## config.mk

```make
export PLATFORM = sky130hd
export DESIGN_NAME = status_led_mode_flasher_flat
export DESIGN_NICKNAME = d
export VERILOG_FILES = /design/src/rtl/sled_pkg.sv /design/src/rtl/sled_if.sv /design/src/rtl/sled_ctrl.sv /design/src/rtl/sled_dp.sv /design/src/rtl/status_led_mode_flasher.sv /design/src/flat_wrapper.sv
export SDC_FILE = /design/constraint.sdc
export NUM_CORES = 1
export LEC_CHECK = 0
export BUFFER_PORTS_ARGS = -buffer_cell sky130_fd_sc_hd__buf_2
export CORE_AREA = 2 2 181 183
export CTS_CLUSTER_DIAMETER = 40
export DETAILED_ROUTE_END_ITERATION = 10
export DIE_AREA = 0 0 183 185
export GPL_TIMING_DRIVEN = 0
export PLACE_DENSITY = 0.8
export REMOVE_ABC_BUFFERS = 1
export SLEW_MARGIN = 20
export SYNTH_ARGS = -nofsm -noshare
export SYNTH_HDL_FRONTEND = slang
export SYNTH_SLANG_ARGS = --single-unit
```

## constraint.sdc

```tcl
create_clock -name clk -period 10.4 [get_ports clk]
set_input_delay 2.08 -clock clk [delete_from_list [all_inputs] [get_ports clk]]
set_output_delay 2.08 -clock clk [all_outputs]
set_load 0.01 [all_outputs]
```

## src/rtl/sled_pkg.sv

```systemverilog
// ----------------------------------------------------------------------------
// Status LED mode flasher: package
// Types, codes, reset values and the colour table shared by the block.
// ----------------------------------------------------------------------------
package sled_pkg;

	localparam int unsigned TIME_BITS_DEF = 32;
	localparam int unsigned HP_W          = 31;
	localparam int unsigned CFG_W         = 31;

	// request function codes
	typedef logic [1:0] func_t;
	localparam func_t FUNC_LINK  = 2'd0;
	localparam func_t FUNC_DRIVE = 2'd1;
	localparam func_t FUNC_TICK  = 2'd2;

	// configuration register indexes
	typedef logic [1:0] reg_idx_t;
	localparam reg_idx_t REG_BRIGHTNESS  = 2'd0;
	localparam reg_idx_t REG_HALF_PERIOD = 2'd1;
	localparam reg_idx_t REG_CENTER      = 2'd2;
	localparam reg_idx_t REG_TOLERANCE   = 2'd3;

	localparam logic [7:0]      BRIGHT_RST = 8'd255;
	localparam logic [HP_W-1:0] HALF_RST   = HP_W'(1);
	localparam logic [7:0]      CENTER_RST = 8'd90;
	localparam logic [7:0]      TOL_RST    = 8'd0;

	typedef enum logic [1:0] {
		MODE_DISCONNECTED = 2'd0,
		MODE_CONNECTED    = 2'd1,
		MODE_DRIVING      = 2'd2,
		MODE_TURNING      = 2'd3
	} mode_t;

	typedef enum logic [2:0] {
		ST_IDLE,
		ST_LOAD,
		ST_DIVIDE,
		ST_MULT,
		ST_EMIT
	} state_t;

	typedef struct packed {
		logic [7:0] r;
		logic [7:0] g;
		logic [7:0] b;
	} rgb_t;

	// controller to datapath
	typedef struct packed {
		logic take;
		logic load;
		logic step;
		logic mult;
		logic emit;
	} cmd_t;

	// datapath to controller
	typedef struct packed {
		logic tick;
		logic flashing;
		logic div_last;
		logic changed;
		logic slot_free;
	} sts_t;

	function automatic rgb_t colour_of(mode_t m);
		rgb_t c;
		case (m)
			MODE_DISCONNECTED: c = '{r: 8'd255, g: 8'd0,   b: 8'd0};
			MODE_CONNECTED:    c = '{r: 8'd0,   g: 8'd255, b: 8'd0};
			MODE_DRIVING:      c = '{r: 8'd0,   g: 8'd0,   b: 8'd255};
			MODE_TURNING:      c = '{r: 8'd160, g: 8'd0,   b: 8'd255};
			default:           c = '{r: 8'd255, g: 8'd0,   b: 8'd0};
		endcase
		return c;
	endfunction

	function automatic logic is_flashing(mode_t m);
		return (m == MODE_DRIVING) || (m == MODE_TURNING);
	endfunction

	function automatic mode_t wanted_mode(logic link, logic moving, logic off_centre);
		mode_t m;
		if (moving) begin
			m = off_centre ? MODE_TURNING : MODE_DRIVING;
		end else begin
			m = link ? MODE_CONNECTED : MODE_DISCONNECTED;
		end
		return m;
	endfunction

	// floor(x / 255), exact for x up to 255 * 255
	function automatic logic [7:0] div255(logic [15:0] x);
		logic [16:0] sum;
		sum = 17'(x) + 17'd1 + 17'(x[15:8]);
		return sum[15:8];
	endfunction

endpackage

```

## src/rtl/sled_if.sv

```systemverilog
// ----------------------------------------------------------------------------
// Status LED mode flasher: channel interfaces
// Valid/ready request channel and result channel.
// ----------------------------------------------------------------------------
interface sled_in_if;
	logic               valid;
	logic               ready;
	sled_pkg::func_t    func;
	logic               link_up;
	logic signed [15:0] motor_duty;
	logic [7:0]         steer_angle;
	logic [31:0]        now_ms;

	modport source (output valid, func, link_up, motor_duty, steer_angle, now_ms,
		input ready);
	modport sink (input valid, func, link_up, motor_duty, steer_angle, now_ms,
		output ready);
endinterface

interface sled_out_if;
	logic       valid;
	logic       ready;
	logic [7:0] red;
	logic [7:0] green;
	logic [7:0] blue;

	modport source (output valid, red, green, blue, input ready);
	modport sink (input valid, red, green, blue, output ready);
endinterface

```

## src/rtl/sled_ctrl.sv

```systemverilog
// ----------------------------------------------------------------------------
// Status LED mode flasher: controller
// Sequences one update tick through load, divide (flashing modes only), multiply and emit.
// ----------------------------------------------------------------------------
module sled_ctrl (
	input  logic           clk,
	input  logic           arst_n,
	input  logic           in_valid,
	output logic           in_ready,
	input  sled_pkg::sts_t sts,
	output sled_pkg::cmd_t cmd
);
	import sled_pkg::*;

	state_t state_q;
	state_t state_d;

	always_ff @(posedge clk or negedge arst_n) begin
		if (!arst_n) begin
			state_q <= ST_IDLE;
		end else begin
			state_q <= state_d;
		end
	end

	always_comb begin
		state_d  = state_q;
		cmd      = '0;
		in_ready = 1'b0;
		case (state_q)
			ST_IDLE: begin
				in_ready = 1'b1;
				if (in_valid) begin
					cmd.take = 1'b1;
					if (sts.tick) begin
						state_d = ST_LOAD;
					end
				end
			end
			ST_LOAD: begin
				cmd.load = 1'b1;
				state_d  = sts.flashing ? ST_DIVIDE : ST_MULT;
			end
			ST_DIVIDE: begin
				cmd.step = 1'b1;
				if (sts.div_last) begin
					state_d = ST_MULT;
				end
			end
			ST_MULT: begin
				cmd.mult = 1'b1;
				state_d  = ST_EMIT;
			end
			ST_EMIT: begin
				// drop an unchanged colour, hold a changed one until the slot frees
				if (!sts.changed) begin
					state_d = ST_IDLE;
				end else if (sts.slot_free) begin
					cmd.emit = 1'b1;
					state_d  = ST_IDLE;
				end
			end
			default: begin
				state_d = ST_IDLE;
			end
		endcase
	end

endmodule

```

## src/rtl/sled_dp.sv

```systemverilog
// ----------------------------------------------------------------------------
// Status LED mode flasher: datapath
// Configuration, flags, mode, serial phase divider, colour scaling, output.
// ----------------------------------------------------------------------------
module sled_dp #(
	parameter int unsigned TIME_BITS = sled_pkg::TIME_BITS_DEF
) (
	input  logic                       clk,
	input  logic                       arst_n,
	input  logic                       cfg_we,
	input  sled_pkg::reg_idx_t         cfg_index,
	input  logic [sled_pkg::CFG_W-1:0] cfg_data,
	input  sled_pkg::func_t            func,
	input  logic                       link_up,
	input  logic signed [15:0]         motor_duty,
	input  logic [7:0]                 steer_angle,
	input  logic [31:0]                now_ms,
	input  sled_pkg::cmd_t             cmd,
	output sled_pkg::sts_t             sts,
	input  logic                       out_ready,
	output logic                       out_valid,
	output logic [7:0]                 red,
	output logic [7:0]                 green,
	output logic [7:0]                 blue
);
	import sled_pkg::*;

	localparam int unsigned CNT_W = (TIME_BITS > 1) ? $clog2(TIME_BITS) : 1;

	logic [7:0]      bright_q;
	logic [HP_W-1:0] half_q;
	logic [7:0]      center_q;
	logic [7:0]      tol_q;

	logic            link_q;
	logic            moving_q;
	logic            offc_q;
	mode_t           mode_q;
	logic [TIME_BITS-1:0] phase_q;
	logic [TIME_BITS-1:0] now_q;

	logic [TIME_BITS-1:0] div_q;
	logic [HP_W-1:0]      rem_q;
	logic [CNT_W-1:0]     cnt_q;
	logic                 qbit_q;

	logic [15:0] prod_r_q;
	logic [15:0] prod_g_q;
	logic [15:0] prod_b_q;

	logic        out_valid_q;
	logic        written_q;
	rgb_t        out_q;

	logic [TIME_BITS-1:0] now_tb;
	logic [7:0]           offset;
	mode_t                want;
	logic [HP_W:0]        shifted;
	logic [HP_W:0]        diff;
	logic                 ge;
	rgb_t                 colour;
	rgb_t                 cand;

	assign now_tb = TIME_BITS'(now_ms);
	assign offset = (steer_angle >= center_q) ? (steer_angle - center_q)
	                                          : (center_q - steer_angle);
	assign want   = wanted_mode(link_q, moving_q, offc_q);

	always_ff @(posedge clk or negedge arst_n) begin
		if (!arst_n) begin
			bright_q <= BRIGHT_RST;
			half_q   <= HALF_RST;
			center_q <= CENTER_RST;
			tol_q    <= TOL_RST;
		end else if (cfg_we) begin
			case (cfg_index)
				REG_BRIGHTNESS:  bright_q <= cfg_data[7:0];
				REG_HALF_PERIOD: half_q   <= (cfg_data[HP_W-1:0] == '0) ? HALF_RST
				                                                      : cfg_data[HP_W-1:0];
				REG_CENTER:      center_q <= cfg_data[7:0];
				REG_TOLERANCE:   tol_q    <= cfg_data[7:0];
				default: ;
			endcase
		end
	end

	// flags, mode and phase origin
	always_ff @(posedge clk or negedge arst_n) begin
		if (!arst_n) begin
			link_q   <= 1'b0;
			moving_q <= 1'b0;
			offc_q   <= 1'b0;
			mode_q   <= MODE_DISCONNECTED;
			phase_q  <= '0;
		end else if (cmd.take) begin
			case (func)
				FUNC_LINK: begin
					link_q <= link_up;
				end
				FUNC_DRIVE: begin
					moving_q <= (motor_duty != 16'sd0);
					offc_q   <= (offset > tol_q);
				end
				FUNC_TICK: begin
					if (want != mode_q) begin
						mode_q <= want;
						if (!is_flashing(mode_q)) begin
							phase_q <= now_tb;
						end
					end
				end
				default: ;
			endcase
		end
	end

	always_ff @(posedge clk) begin
		if (cmd.take) begin
			now_q <= now_tb;
		end
	end

	// restoring divider, one quotient bit per cycle; only the last bit is kept
	assign shifted = {rem_q, div_q[TIME_BITS-1]};
	assign diff    = shifted - {1'b0, half_q};
	assign ge      = (shifted >= {1'b0, half_q});

	always_ff @(posedge clk) begin
		if (cmd.load) begin
			div_q  <= now_q - phase_q;
			rem_q  <= '0;
			cnt_q  <= CNT_W'(TIME_BITS - 1);
			qbit_q <= 1'b0;
		end else if (cmd.step) begin
			div_q  <= div_q << 1;
			rem_q  <= ge ? diff[HP_W-1:0] : shifted[HP_W-1:0];
			cnt_q  <= cnt_q - CNT_W'(1);
			qbit_q <= ge;
		end
	end

	assign colour = colour_of(mode_q);

	always_ff @(posedge clk) begin
		if (cmd.mult) begin
			prod_r_q <= 16'(colour.r) * 16'(bright_q);
			prod_g_q <= 16'(colour.g) * 16'(bright_q);
			prod_b_q <= 16'(colour.b) * 16'(bright_q);
		end
	end

	always_comb begin
		if (qbit_q) begin
			cand = '0;
		end else begin
			cand.r = div255(prod_r_q);
			cand.g = div255(prod_g_q);
			cand.b = div255(prod_b_q);
		end
	end

	// output register doubles as the last colour sent
	always_ff @(posedge clk or negedge arst_n) begin
		if (!arst_n) begin
			out_valid_q <= 1'b0;
			written_q   <= 1'b0;
			out_q       <= '0;
		end else if (cmd.emit) begin
			out_valid_q <= 1'b1;
			written_q   <= 1'b1;
			out_q       <= cand;
		end else if (out_ready) begin
			out_valid_q <= 1'b0;
		end
	end

	assign sts.tick      = (func == FUNC_TICK);
	assign sts.flashing  = is_flashing(mode_q);
	assign sts.div_last  = (cnt_q == '0);
	assign sts.changed   = !written_q || (cand != out_q);
	assign sts.slot_free = !out_valid_q || out_ready;

	assign out_valid = out_valid_q;
	assign red       = out_q.r;
	assign green     = out_q.g;
	assign blue      = out_q.b;

endmodule

```

## src/rtl/status_led_mode_flasher.sv

```systemverilog
// ----------------------------------------------------------------------------
// Status LED mode flasher
// Keeps the display mode of a status pixel and emits its scaled colour.
// ----------------------------------------------------------------------------
// Link-status and drive requests only update flags;
// an update tick settles the display mode, works out the flash phase and
// emits a colour only when it differs from the last one sent. A tick holds
// the request side until it is done; in a flashing mode the bit-serial
// restoring divider forms (now - phase start) / half period one quotient
// bit per cycle, while a tick in a steady mode skips the divider. A tick
// whose colour changed waits further if the previous result has not yet
// been taken. Requests are taken while a result still sits in the output
// register.
module status_led_mode_flasher #(
	parameter int unsigned TIME_BITS = sled_pkg::TIME_BITS_DEF
) (
	input  logic                       clk,
	input  logic                       arst_n,
	input  logic                       cfg_we,
	input  sled_pkg::reg_idx_t         cfg_index,
	input  logic [sled_pkg::CFG_W-1:0] cfg_data,
	sled_in_if.sink                    items,
	sled_out_if.source                 results
);
	import sled_pkg::*;

	cmd_t cmd;
	sts_t sts;

	// sequence each tick: accept, load divider, divide (flashing modes only), scale, emit
	sled_ctrl u_ctrl (
		.clk      (clk),
		.arst_n   (arst_n),
		.in_valid (items.valid),
		.in_ready (items.ready),
		.sts      (sts),
		.cmd      (cmd)
	);

	// state, divider, scaler and the output register that parts the two sides
	sled_dp #(
		.TIME_BITS (TIME_BITS)
	) u_dp (
		.clk         (clk),
		.arst_n      (arst_n),
		.cfg_we      (cfg_we),
		.cfg_index   (cfg_index),
		.cfg_data    (cfg_data),
		.func        (items.func),
		.link_up     (items.link_up),
		.motor_duty  (items.motor_duty),
		.steer_angle (items.steer_angle),
		.now_ms      (items.now_ms),
		.cmd         (cmd),
		.sts         (sts),
		.out_ready   (results.ready),
		.out_valid   (results.valid),
		.red         (results.red),
		.green       (results.green),
		.blue        (results.blue)
	);

endmodule

```

## src/flat_wrapper.sv

```systemverilog
// flat-port wrapper written by rule: the top's interface ports become plain ports
module status_led_mode_flasher_flat import sled_pkg::*;
#(
	parameter int unsigned TIME_BITS = sled_pkg::TIME_BITS_DEF
)
  (clk, arst_n, cfg_we, cfg_index, cfg_data, items_valid, items_func, items_link_up, items_motor_duty, items_steer_angle, items_now_ms, items_ready, results_valid, results_red, results_green, results_blue, results_ready);
  sled_in_if items_i ();
  sled_out_if results_i ();
  input  logic clk;
  input  logic arst_n;
  input  logic cfg_we;
  input  sled_pkg::reg_idx_t cfg_index;
  input  logic [sled_pkg::CFG_W-1:0] cfg_data;
  input wire logic [$bits(items_i.valid)-1:0] items_valid;
  input wire logic [$bits(items_i.func)-1:0] items_func;
  input wire logic [$bits(items_i.link_up)-1:0] items_link_up;
  input wire logic [$bits(items_i.motor_duty)-1:0] items_motor_duty;
  input wire logic [$bits(items_i.steer_angle)-1:0] items_steer_angle;
  input wire logic [$bits(items_i.now_ms)-1:0] items_now_ms;
  output wire logic [$bits(items_i.ready)-1:0] items_ready;
  output wire logic [$bits(results_i.valid)-1:0] results_valid;
  output wire logic [$bits(results_i.red)-1:0] results_red;
  output wire logic [$bits(results_i.green)-1:0] results_green;
  output wire logic [$bits(results_i.blue)-1:0] results_blue;
  input wire logic [$bits(results_i.ready)-1:0] results_ready;
  assign items_i.valid = items_valid;
  assign items_i.func = items_func;
  assign items_i.link_up = items_link_up;
  assign items_i.motor_duty = items_motor_duty;
  assign items_i.steer_angle = items_steer_angle;
  assign items_i.now_ms = items_now_ms;
  assign items_ready = items_i.ready;
  assign results_valid = results_i.valid;
  assign results_red = results_i.red;
  assign results_green = results_i.green;
  assign results_blue = results_i.blue;
  assign results_i.ready = results_ready;
  status_led_mode_flasher #(.TIME_BITS(TIME_BITS)) u_core (.clk(clk), .arst_n(arst_n), .cfg_we(cfg_we), .cfg_index(cfg_index), .cfg_data(cfg_data), .items(items_i), .results(results_i));
endmodule
```

# Yosys cells after proc, flatten, opt, wreduce, memory -nomap -nowiden
# Cells that the tools add are included.
[op_classes]
multipliers = 3
order_cmp = 3
eq_ne = 18
n_reduce_logical = 23
mux = 28
addsub = 11
bitwise_logic = 1
[ops]
columns = ["op", "n"]
rows = [
  ["24-bit one-hot mux with 4 select lines", 1],
  ["32-bit two-way mux", 2],
  ["31-bit two-way mux", 2],
  ["16-bit by 1-bit adder with 16-bit output, second input constant", 3],
  ["16-bit by 8-bit adder with 16-bit output", 3],
  ["8-bit by 8-bit multiplier with 16-bit output", 3],
  ["32-bit by 31-bit greater-or-equal comparator with 1-bit output", 1],
  ["32-bit subtractor", 1],
  ["31-bit logical NOT", 1],
  ["31-bit subtractor", 1],
  ["24-bit two-way mux", 1],
  ["24-bit != test", 1],
  ["16-bit nonzero test", 1],
  ["8-bit subtractor", 2],
  ["3-bit two-way mux", 5],
  ["3-bit one-hot mux with 5 select lines", 1],
  ["1-bit two-way mux", 14],
  ["2-bit AND reduction", 6],
  ["2-bit == test, second input constant", 5],
  ["8-bit greater-or-equal comparator", 1],
  ["8-bit > comparator", 1],
  ["8-bit two-way mux", 1],
  ["4-bit AND reduction", 2],
  ["2-bit by 1-bit == test with 1-bit output, second input constant", 3],
  ["other kinds (17)", 25],
]
[totals]
register_bits = 270
output_inout_bits = 26
elab_cells = 110

# Longest topological paths before layout
[depth]
ltp_word = 8
mapped_depth = 24
depth_no_buf = 22

# Hierarchy
# A second synthesis with hierarchy kept.
[unflattened]
cells_unflattened = 2062
hier_area_um2 = 20265.7
[by_module_without_submodules]
columns = ["module", "cells_each", "seq_area_each_um2", "instances", "area_per_inst_um2"]
rows = [
  ["sled_dp", 2044, 7073.0, 1, 20080.5],
  ["sled_ctrl", 18, 75.1, 1, 185.2],
]

# Worst setup path after synthesis
# No wires, ideal clock.
[synth_path]
path_type = "flip-flop to flip-flop"
start = "register u_core.u_dp.mode_q[1]"
end = "register u_core.u_dp.prod_g_q[13] (data pin)"
period_less_slack_ns = 5.471
slack_ns = 4.929
path_stages_with_launch = 24
setup_time_ns = 0.258
required_ns = 10.142
path_buffers = 2
arrival_time_ns = 5.214
cell_sequence = "dfrtp_1 clkbuf_1 inv_1 ha_1 clkbuf_1 and2_1 ha_1 xor2_1 inv_1 fa_1 inv_1 fa_1 inv_1 fa_1 inv_1 ha_1 a21boi_0 o21ai_0 a21boi_0 o21ai_0 a21boi_0 o21ai_0 nor2b_1 xnor2_1"
[synth_via]
elab_chain_len = 3
word_cells_on_any_way = 6
[synth_lines]
columns = ["element", "line_no", "text"]
rows = [
  ["start, declared", "sled_dp.sv:38", "mode_t mode_q;"],
  ["start signal, assigned", "sled_dp.sv:106", "mode_q <= want;"],
  ["2-bit == test, or another cell as far along", "sled_pkg.sv:70", "case (m)"],
  ["24-bit one-hot mux with 4 select lines (*)", "sled_pkg.sv:70", ""],
  ["8-bit by 8-bit multiplier with 16-bit output (*)", "sled_dp.sv:147", "prod_g_q <= 16'(colour.g) * 16'(bright_q);"],
  ["end signal, assigned", "sled_dp.sv:147", ""],
  ["end, declared", "sled_dp.sv:48", "logic [15:0] prod_g_q;"],
]
# Mark *: on every way between the ends. The rest lies on a longest branch, timed or not.
# A chain may end at the register's enable or synchronous reset.

# Worst setup path after layout
[layout_path]
start = "register u_core.u_dp.mode_q[1]"
end = "register u_core.u_dp.prod_g_q[15] (data pin)"
# Same word-level chain as after synthesis.

==> metrics <==
Diodes inserted 0; Final min period approximately 6.1 ns; Synthesis Warnings 0; Die Y approximately 190 µm; multiplexer area fraction after synthesis under 10%; CTS clk-pin slew, worst paths approximately 0.050 ns; global-route wire length before repair between 70000 and 80000 µm; layout cells sized above 1 about 14%; RSZ-0062 raised after global routing no; CTS Sinks 270; Starting Density 64.0%; Yosys top cell area share 16.4%; Max-Cap Viols 0; placed cells between 2000 and 3000; Synth Area in Compound Gates roughly 14%; hold bufs inserted after CTS 0; I/O Pins between 100 and 150; fraction of registers with async set or reset after synthesis between 40% and 50%; Buf+Inv Stages, Crit Path 5; FF/Latch Area between 7000 and 8000 µm²; Worst EP arrival roughly 6.5 ns; gate count of the mapped netlist between 2000 and 2500; Area Growth Syn to Fin 12.7%; drt first pass iters 7; per-cell routed wire length around 16 µm; FP Rows between 60 and 70; post-synthesis simple-gate area fraction 13.1%; CP max stage delay approximately 0.62 ns; aggregate global-route resource usage a little over a quarter; area of the core roughly 32000 µm²; initial antenna violation count 3; most used cell, CP inv_1; crit path kind flop to flop; Synth area leader edfxtp_1; fin nets between 2000 and 3000; Finished Layout Cells between 2000 and 3000; CTS tree yes; Final TNS setup 0 ns; gr ovfl total 0; gpl congestion between 0.9 and 1; largest net degree at the start of global routing 85; Syn Area/Cell between 9 and 10 µm²; CTS root buf clkbuf_16; Rel. slew slack a little over a third; vias per inst roughly 5.9; Post-synth EDFFs 112; Distinct cells, synth about 80; CTS Buffer Depth 3; nature of the critical path endpoint flop; CP Launch Type flop; overall die width approximately 180 µm; Worst Skew 0.0296 ns; status finished, final reports clean; vias in the first global route around 16000; Critical Path Fanout Max 14; Final setup viols 0; clock buffer count from CTS between 40 and 50; total routed wirelength about 44000 µm; final hold vios 0; Layout fillers 2327; Critical Path, Cell by Cell inv_1 -> ha_1 -> and2_1 -> ha_1 -> xor2_1 -> inv_1 -> fa_1 -> inv_1 -> fa_1 -> inv_1 -> fa_1 -> inv_1 -> ha_1 -> a21boi_0 -> o21ai_0 -> a21boi_0 -> o21ai_0 -> a21boi_0 -> o21ai_0 -> a21oi_1 -> xnor2_1; Post-CTS Resized 0; max-slew violations 0; Fmax approximately 160 MHz; largest family of logic cells by synthesized area adder cells; Detailed Route Iter0 Violations 922; Synth Area in XOR/XNOR under 10%; DR vias ~16000; top post-synthesis cells by area edfxtp_1, ha_1, dfrtp_1; Setup Fix Bufs, Post-CTS 0; Antenna Nets Post-Route 0; number of port buffers about 120; mapped cell area 20500 µm²; Yosys reg bits 270; Synth Area in Adders between 20 and 25%; # DRC 0; later-pin clock latency in the skew report just under 0.6 ns; DP Wirelength between 30000 and 40000 µm; post-synthesis sequential area ratio 34.9%; worst hold path type flop to flop; CP delay by family, top adder cells; WP data required approximately 11 ns; slowest CP cell dfrtp_1; die area roughly 34000 µm²; Top FF cell, synth edfxtp_1; number of H-tree levels 2; worst slew pin tran just under 1 ns; Tcrit/Tclk final 59.0%; multi-input combinational cell area 12000 µm²
==> synthesized netlist by cell type, types with 14 or more instances <==
master    number
inv_1        295
ha_1         220
nand2_1      183
o21ai_0      144
edfxtp_1     112
nor2_1       109
dfrtp_1      108
a21oi_1      103
xnor2_1       76
mux2_2        71
fa_1          68
clkbuf_1      50
nor3_1        44
xor2_1        41
a21o_1        38
dfxtp_1       37
mux2i_1       31
nand3_1       30
nor2b_1       29
nand2b_1      22
nand4_1       20
and2_1        19
o21a_1        19
nor4_1        18
a21boi_0      17
and3_1        14
==> path summary, 6_finish.rpt <==
kind	cells after the start	slack (ns)	from	end
max	21	4.26	u_core.u_dp.mode_q[1]	u_core.u_dp.prod_g_q[15]
min	1	0.47	u_core.u_dp.written_q	u_core.u_dp.written_q
max reg2reg	21	4.26	u_core.u_dp.mode_q[1]	u_core.u_dp.prod_g_q[15]
min reg2reg	1	0.47	u_core.u_dp.written_q	u_core.u_dp.written_q
max in group asynchronous	2	8.26	arst_n	u_core.u_dp.half_q[0]
min in group asynchronous	1	1.39	arst_n	u_core.u_dp.green[4]
==> layout by cell type (no fill, tap or decap), types with 9 or more instances in the layout <==
| master | instances |
|---|---|
| nor3_1 | 44 |
| nand4_1 | 20 |
| dfstp_2 | 13 |
| o21a_1 | 19 |
| o211ai_1 | 11 |
| nand2_1 | 183 |
| inv_1 | 293 |
| mux2i_1 | 31 |
| nor4_1 | 17 |
| xnor2_1 | 76 |
| a21oi_1 | 103 |
| ha_1 | 220 |
| mux2_4 | 13 |
| o21bai_1 | 11 |
| and3_1 | 14 |
| clkbuf_16 | 46 |
| a31oi_1 | 9 |
| a32oi_1 | 10 |
| or3_1 | 11 |
| nor2_1 | 108 |
| buf_2 | 126 |
| nand3_1 | 30 |
| dfxtp_1 | 36 |
| mux2_2 | 71 |
| and2_1 | 19 |
| a21boi_0 | 17 |
| dfrtp_1 | 108 |
| nand2b_1 | 22 |
| edfxtp_1 | 112 |
| o21ai_0 | 144 |
| o31ai_1 | 11 |
| xor2_1 | 41 |
| nor2b_1 | 29 |
| a21o_1 | 38 |
| fa_1 | 68 |
| a211oi_1 | 12 |
==> cells by family (layout without fill, tap and decap cells) <==
| family | count (synthesis) | count (layout) |
|---|---|---|
| AO/OA/AOI/OAI | 448 | 448 |
| XOR/XNOR | 117 | 117 |
| adder cells (fa/ha/maj) | 288 | 288 |
| buffers and inverters | 360 | 514 |
| flip-flops | 270 | 270 |
| multiplexers | 115 | 115 |
| AND/OR/NAND/NOR | 546 | 546 |
==> final cells by class <==
type / instances / share of cell area [%]
clock buffers: 55 / 5.21
clock inverters: 27 / 1.47
inverters: 295 / 4.79
multi-input cells: 1514 / 51.9
flip-flops and latches: 270 / 30.9
well taps: 408 / 2.21
repair buffers: 137 / 3.47
==> routing by layer <==
| metal | track usage (%) | wire length (µm) | up-vias |
|---|---|---|---|
| met2 | 48.0 | 21900 | 398 |
| met3 | 4.05 | 2090 | 106 |
| met1 | 33.2 | 18900 | 7614 |
| met5 | 0 | 35 | - |
| met4 | 9.47 | 1250 | 6 |
| li1 | - | - | 7728 |
==> metrics by stage <==
stage	worst slack, ns	utilization, %	hold WS, ns	cell area (µm²)
after floorplan	3.52	-	0.426	20200
after global placement	1.10	66.6	0.449	21300
after detailed placement	4.42	67.3	0.455	21600
after CTS	4.35	72.1	0.467	23100
after global routing	3.79	72.1	0.483	23100
final	4.26	72.1	0.467	23100
==> registers in the layout (all words and copies together) (netlist names), 16 cells and up <==
name                  cells
u_core.u_dp.prod_b_q     16
u_core.u_dp.prod_r_q     16
u_core.u_dp.rem_q        31
u_core.u_dp.half_q       31
u_core.u_dp.now_q        32
u_core.u_dp.div_q        32
u_core.u_dp.phase_q      32
u_core.u_dp.prod_g_q     16
Power is left out: the tool's default activity adds up to more than one toggle a clock period on the data nets, which glitch-free logic cannot reach.
